### src/sv/gcrg_pkg.sv
// Shared types, codes and constants of the grid cell reservation guide.
`default_nettype none

package gcrg_pkg;

    // Field widths
    localparam int COORD_W    = 6;
    localparam int ID_FIELD_W = 4;
    localparam int DIR_W      = 3;
    localparam int STATUS_W   = 3;
    localparam int COUNT_W    = 7;
    localparam int VCOUNT_W   = 5;
    localparam int OFFSETS_W  = 16;
    localparam int CFG_IDX_W  = 2;
    localparam int CFG_DATA_W = 16;
    // Wide enough for any parameter bound (up to 1024 rows or columns, 256 vehicles)
    localparam int LIM_W      = 11;
    localparam int VLIM_W     = 9;
    // Largest coordinate span that the fields can name
    localparam int COORD_SPAN = 1 << COORD_W;
    localparam int ID_SPAN    = 1 << ID_FIELD_W;

    // Default parameter values
    localparam int DEF_MAX_ROWS     = 64;
    localparam int DEF_MAX_COLUMNS  = 64;
    localparam int DEF_MAX_VEHICLES = 16;

    // Register reset values
    localparam logic [COUNT_W-1:0]   RST_ROW_COUNT     = 7'd64;
    localparam logic [COUNT_W-1:0]   RST_COLUMN_COUNT  = 7'd64;
    localparam logic [VCOUNT_W-1:0]  RST_VEHICLE_COUNT = 5'd16;
    localparam logic [OFFSETS_W-1:0] RST_DIR_OFFSETS   = 16'd19475;

    // Register indexes
    localparam logic [CFG_IDX_W-1:0] CFG_ROW_COUNT     = 2'd0;
    localparam logic [CFG_IDX_W-1:0] CFG_COLUMN_COUNT  = 2'd1;
    localparam logic [CFG_IDX_W-1:0] CFG_VEHICLE_COUNT = 2'd2;
    localparam logic [CFG_IDX_W-1:0] CFG_DIR_OFFSETS   = 2'd3;

    // Request actions
    localparam logic ACT_PLACE = 1'b0;
    localparam logic ACT_STEP  = 1'b1;

    // Direction and status codes
    localparam logic [DIR_W-1:0] DIR_STOP = 3'd4;

    localparam logic [STATUS_W-1:0] ST_OK          = 3'd0;
    localparam logic [STATUS_W-1:0] ST_BAD_ID      = 3'd1;
    localparam logic [STATUS_W-1:0] ST_BAD_CURRENT = 3'd2;
    localparam logic [STATUS_W-1:0] ST_BAD_GOAL    = 3'd3;
    localparam logic [STATUS_W-1:0] ST_UNEXPECTED  = 3'd4;
    localparam logic [STATUS_W-1:0] ST_START_TAKEN = 3'd5;

    typedef struct packed {
        logic                  action;
        logic [ID_FIELD_W-1:0] vehicle_id;
        logic [COORD_W-1:0]    current_row;
        logic [COORD_W-1:0]    current_column;
        logic [COORD_W-1:0]    goal_row;
        logic [COORD_W-1:0]    goal_column;
    } t_in_item;

    typedef struct packed {
        logic [DIR_W-1:0]    step_direction;
        logic [STATUS_W-1:0] status_code;
    } t_out_item;

    typedef struct packed {
        logic [COORD_W-1:0] row;
        logic [COORD_W-1:0] col;
    } t_cell;

    // Neighbor unit result
    typedef struct packed {
        logic  in_grid;
        logic  toward;
        t_cell pos;
    } t_nbr_res;

    typedef enum logic [3:0] {
        S_IDLE,
        S_CHK_CUR,
        S_CHK_GOAL,
        S_PLACE_RD,
        S_PLACE_EVAL,
        S_NBR_RD,
        S_NBR_EVAL,
        S_EXPECT,
        S_TGT_RD,
        S_TGT_EVAL,
        S_DONE
    } t_state;

endpackage

`default_nettype wire

### src/sv/gcrg_nbr_unit.sv
// Shared neighbor unit: offset add, grid bounds compare and goal direction test.
`default_nettype none

module gcrg_nbr_unit #(
    parameter int MAX_ROWS    = gcrg_pkg::DEF_MAX_ROWS,
    parameter int MAX_COLUMNS = gcrg_pkg::DEF_MAX_COLUMNS
) (
    input  gcrg_pkg::t_cell                    i_base,
    input  logic [3:0]                         i_offset,
    input  gcrg_pkg::t_cell                    i_goal,
    input  logic [gcrg_pkg::COUNT_W-1:0]       i_row_count,
    input  logic [gcrg_pkg::COUNT_W-1:0]       i_column_count,
    output gcrg_pkg::t_nbr_res                 o_res
);

    logic [7:0] w_off_row;
    logic [7:0] w_off_col;
    logic [7:0] w_row;
    logic [7:0] w_col;
    logic [7:0] w_drow;
    logic [7:0] w_dcol;
    logic [9:0] w_dot;
    logic       w_row_ok;
    logic       w_col_ok;

    // Offset times delta for a 2-bit signed offset
    function automatic logic [9:0] scale(input logic [1:0] off, input logic [7:0] d);
        logic [9:0] d10;
        logic [9:0] res;
        d10 = {{2{d[7]}}, d};
        case (off)
            2'b01:   res = d10;
            2'b10:   res = 10'(-(d10 << 1));
            2'b11:   res = 10'(-d10);
            default: res = '0;
        endcase
        return res;
    endfunction

    assign w_off_row = {{6{i_offset[1]}}, i_offset[1:0]};
    assign w_off_col = {{6{i_offset[3]}}, i_offset[3:2]};
    assign w_row     = {2'b00, i_base.row} + w_off_row;
    assign w_col     = {2'b00, i_base.col} + w_off_col;

    assign w_row_ok = !w_row[7] && (w_row[6:0] < i_row_count)
                      && ({4'b0000, w_row[6:0]} < gcrg_pkg::LIM_W'(MAX_ROWS));
    assign w_col_ok = !w_col[7] && (w_col[6:0] < i_column_count)
                      && ({4'b0000, w_col[6:0]} < gcrg_pkg::LIM_W'(MAX_COLUMNS));

    assign w_drow = {2'b00, i_goal.row} - {2'b00, i_base.row};
    assign w_dcol = {2'b00, i_goal.col} - {2'b00, i_base.col};
    assign w_dot  = scale(i_offset[1:0], w_drow) + scale(i_offset[3:2], w_dcol);

    assign o_res.in_grid = w_row_ok && w_col_ok;
    assign o_res.toward  = !w_dot[9] && (w_dot != '0);
    assign o_res.pos.row = w_row[5:0];
    assign o_res.pos.col = w_col[5:0];

endmodule

`default_nettype wire

### config.mk
export PLATFORM = sky130hd
export DESIGN_NAME = gcrg_nbr_unit
export DESIGN_NICKNAME = d
export VERILOG_FILES = /design/src/sv/gcrg_pkg.sv /design/src/sv/gcrg_nbr_unit.sv
export SDC_FILE = /design/constraint.sdc
export NUM_CORES = 1
export LEC_CHECK = 0
export ABC_CLOCK_PERIOD_IN_PS = 4600
export BUFFER_PORTS_ARGS = -buffer_cell sky130_fd_sc_hd__buf_4
export CAP_MARGIN = 20
export CORE_MARGIN = 3
export CORE_UTILIZATION = 44
export DETAILED_ROUTE_END_ITERATION = 10
export GPL_TIMING_DRIVEN = 1
export PLACE_DENSITY = 0.67
export SLEW_MARGIN = 20
export SYNTH_ARGS = -nofsm -noshare
export SYNTH_HDL_FRONTEND = slang
export SYNTH_SLANG_ARGS = --single-unit
### constraint.sdc
create_clock -name vclk -period 4.6
set_input_delay 0.23 -clock vclk [all_inputs]
set_output_delay 0.23 -clock vclk [all_outputs]
set_load 0.05 [all_outputs]
# After elaboration in Yosys (flattened, before gate mapping)
# Cells that the tools add are included.
# Widths: inputs -> output; s select.
# word_totals
regBits	0
inputBits	42
out_inout_bits	14
elab_cells	31
# classes
n_addsub	9
magnitude_cmp	4
eq_ne	6
muxes	2
n_reduce_logical	10
# op_table
cell	count
$pmux 10 s3	2
$neg 10->10	4
$add 7x2->8	2
$lt 7x7->1	2
$lt 7x7->1 const B	2
$sub 6x6->7	2
$add 10x10->10	1
$reduce_bool 10->1	1
$eq 2x2->1 const B	4
$logic_and 1x1->1	6
$eq 2x1->1 const B	2
$logic_not 1->1	3

# Logic depth before layout (Yosys ltp)
# depth
ltp_word	6
depth_mapped	20
mapped_depth_nobuf	20

# Worst setup path before layout
# Ideal clock, no wire load.
# synth_path
path_kind	input-to-output
startpoint	input port i_goal[0] (netlist name)
endpoint	output port o_res[12] (netlist name)
t_arrival_ns	4.246
required_time_ns	4.370
slack_ns	0.124
path_stages	18
n_path_buf	0
path_cell_list	inv_1 > ha_1 > inv_1 > fa_1 > a21o_1 > a21oi_1 > xor2_2 > o211ai_1 > nand3_1 > o31ai_1 > a22o_1 > ha_1 > nor4_1 > o21ai_0 > a41oi_1 > nor3_1 > a211oi_2 > mux2i_1
# synth_rtl
item	line	rtl
start: declaration	gcrg_nbr_unit.sv:10	input gcrg_pkg::t_cell i_goal,
end: declaration	gcrg_nbr_unit.sv:13	output gcrg_pkg::t_nbr_res o_res

==> summary.txt <==
Power
  – Combinational power share: 100.0%
  – Switching Share: between 50% and 60%
  – Pint: 0.000282 W
  – Clk pwr share: 0%
  – Cell Pwr Density: 216 mW/mm^2
  – Power Total: a little under 0.0007 W
  – Maximum vdd drop: between 0.1 and 0.15 mV
  – Switching power: approximately 0.0004 W
  – Register share of total power: 0%
  – LEAKAGE: 1.58 nW

Cells and area
  – Nets: about 500
  – Num sequential: 0
  – Layout clock buffers: 0
  – Design area: roughly 0.0032 mm^2
  – Filler cell count: 541
  – Diode count: 0
  – Area occupied by registers: 0 um^2
  – Layout Utilization: a little under three fifths
  – Layout cells sized above 1: 19.8%
  – Layout area overhead: 19.9%

STA
  – Pin slew with the least headroom to its limit: ~0.49 ns
  – F_max: between 200 and 250 MHz
  – Setup violations, final: 0
  – Fin crit share: a little over nine tenths
  – Min Tclk post-route: between 4 and 5 ns
  – Slew margin rel.: 67.0%
  – Setup TNS: 0 ns
  – Slew Viols, Final: 0
  – Final hold violation count: 0

Logic synthesis
  – Synth unique cells: 63
  – Post-Syn Area per Cell: around 7.4 um^2
  – Synth Cell Area: ~0.0026 mm^2
  – YS warnings: 0
  – Ranking of synthesized cells by area: ha_1 (23%), inv_1 (6.1%), o21ai_0 (4.7%), xor2_1 (4.3%), a21o_1 (4.0%)
  – Yosys top cell area share: 23.2%
  – Net Count, Synth: 452
  – Mapped Cells: 356
  – Commonest cells post-synth: ha_1 (49), inv_1 (43), nor2_1 (26)
  – Sequential area share after synthesis: 0%
  – Synth area leader: ha_1
  – Most common cell in the netlist: ha_1

Global routing
  – Largest net degree at the start of global routing: 29
  – Global-route wire length before repair: 10800 um
  – Congestion Overflow GR: 0
  – Met1 usage: 22.6%
  – Antenna violations before repair: 0
  – Vias in the first global route: between 2000 and 3000
  – Met3 global-route usage: between 1 and 1.5%
  – Met2 GRT Util: between 30% and 40%
  – Gr usage total: 17.3%
  – Most Crowded Layer GR: met2

Floorplan
  – Starting Density: a little under half
  – I/O pin cnt: 56
  – Die width: ~83 um
  – Die area: 0.00697 mm^2
  – Core area: ~0.0056 mm^2
  – Num rows: 27
  – Die Ht: approximately 83 um

Drt
  – DR vias/cell: roughly 5.6
  – Number of antenna-violating nets in the routed design: 0
  – Initial DRC Count: approximately 100
  – Total number of vias: between 2000 and 3000
  – Detailed Route WL: approximately 6400 um
  – WL/cell: 13.4 um
  – DR DRC count: 0
  – 1st-pass router iterations: 4

Min path
  – Hold_sp: i_base[6]
  – Min-Delay Path Class: in -> out

Job
  – Max-cap check violation count: 0

Worst setup path
  – Setup CP Type: in -> out
  – Worst path max stage delay: roughly 0.43 ns
  – CP arrival: ~4.1 ns
  – Crit-path cells: buf_4, inv_1, ha_1, inv_1, fa_1, a211oi_2, nor2_1, xnor2_2, xor2_1, o22ai_1, a22o_1, ha_2, o211ai_1, nand2_1, a41oi_2, nand4b_1, o22ai_2, a211oi_2, mux2i_1, buf_4
  – Crit-path leading delay family: compound AO/OA/AOI/OAI gates
  – WP data required: around 4.4 ns
  – Crit Path Max Fanout: 7
  – CP startpoint kind: input pin
  – Crit path from: i_goal[6]
  – CP max-delay cell: fa_1
  – Critical Path End Type: output pin
  – Buf+Inv Stages, Crit Path: 4

Place
  – Final estimated routing congestion in global placement: roughly 0.87
  – Placed cell area: about 0.0031 mm^2
  – Buffers on Ports: between 50 and 60
  – DP HPWL: 5350 um

Status
  – Outcome: complete, no violations
[repair_timing]
action,4_1_cts,5_1_grt
buffers inserted,0,2
endpoints found under the hold margin,0,0
setup endpoints to repair,0,1
gates resized for setup,0,10
hold buffers,0,0
[cell type report]
class                           instances  area (um^2)  area share, %
Timing Repair Buffer                   58          435           13.7
Tap cell                               72         90.1           2.84
Multi-Input combinational cell        303         2480           78.2
Inverter                               44          165           5.22
[per-stage QoR]
stage | setup WS, ns | std cells | hold slack, ns
after floorplan | 0.124 | 356 | 0.832
after detailed placement | 0.0965 | 475 | 0.875
final | 0.259 | 477 | 0.877
after global placement | 0.296 | 475 | 0.877
after global routing | -0.0206 | 477 | 0.906
after CTS | 0.0973 | 475 | 0.879
[metal layers]
metal  routed length (um)  part of all wire, %
met1                 2910                   45
met2                 3220                   50
met3                  228                  3.6
met4                   47                 0.73
met5                    0                    0
[final timing paths]
check	endpoint	slack, ns	depth (start not counted)
max	o_res[12]	0.26	20
min	o_res[6]	0.88	3
[cell usage in the layout (no fill, tap or decap), types with 3 or more instances in the layout]
cell type  instances
nand3_1            3
o21bai_1           8
fa_1               5
nor3b_1            3
xor2_1            13
o21ai_0           24
o211ai_1          10
a211oi_2           3
nor2_1            25
a21oi_1           18
mux2i_1            3
o21ai_1            3
a211o_1            3
nand2b_1           8
inv_1             43
nor3_1             4
nor2b_1            9
nand2_1           15
xnor2_1            8
o22ai_1            4
o2111a_1           4
a211oi_1           7
o21a_1             7
buf_4             58
a22o_1             3
a21o_1            14
ha_1              47
o31ai_1            4
[power by group through the flow]
| stage | Sequential [W] | Clock, W | Combinational [W] |
|---|---|---|---|
| 6_report | 0 | 0 | 0.000683 |
| 5_1_grt | 0 | 0 | 0.000756 |
| 4_1_cts | 0 | 0 | 0.000655 |
| 3_5_place_dp | 0 | 0 | 0.000652 |
| 3_3_place_gp | 0 | 0 | 0.000644 |
| 2_1_floorplan | 0 | 0 | 0.000505 |
[cells by family (layout without fill, tap and decap cells)]
kind of cell / after synthesis / in the layout / synth area share, %
AOI/OAI and AO/OA: 137 / 137 / 37.0
muxes: 4 / 4 / 1.71
and+or+nand+nor: 83 / 83 / 16.6
buffers and inverters: 53 / 102 / 8.24
adders and majority gates: 54 / 54 / 27.0
xor gates and xnor gates: 25 / 25 / 9.43
No activity file was read; power rests on OpenSTA's default activity.
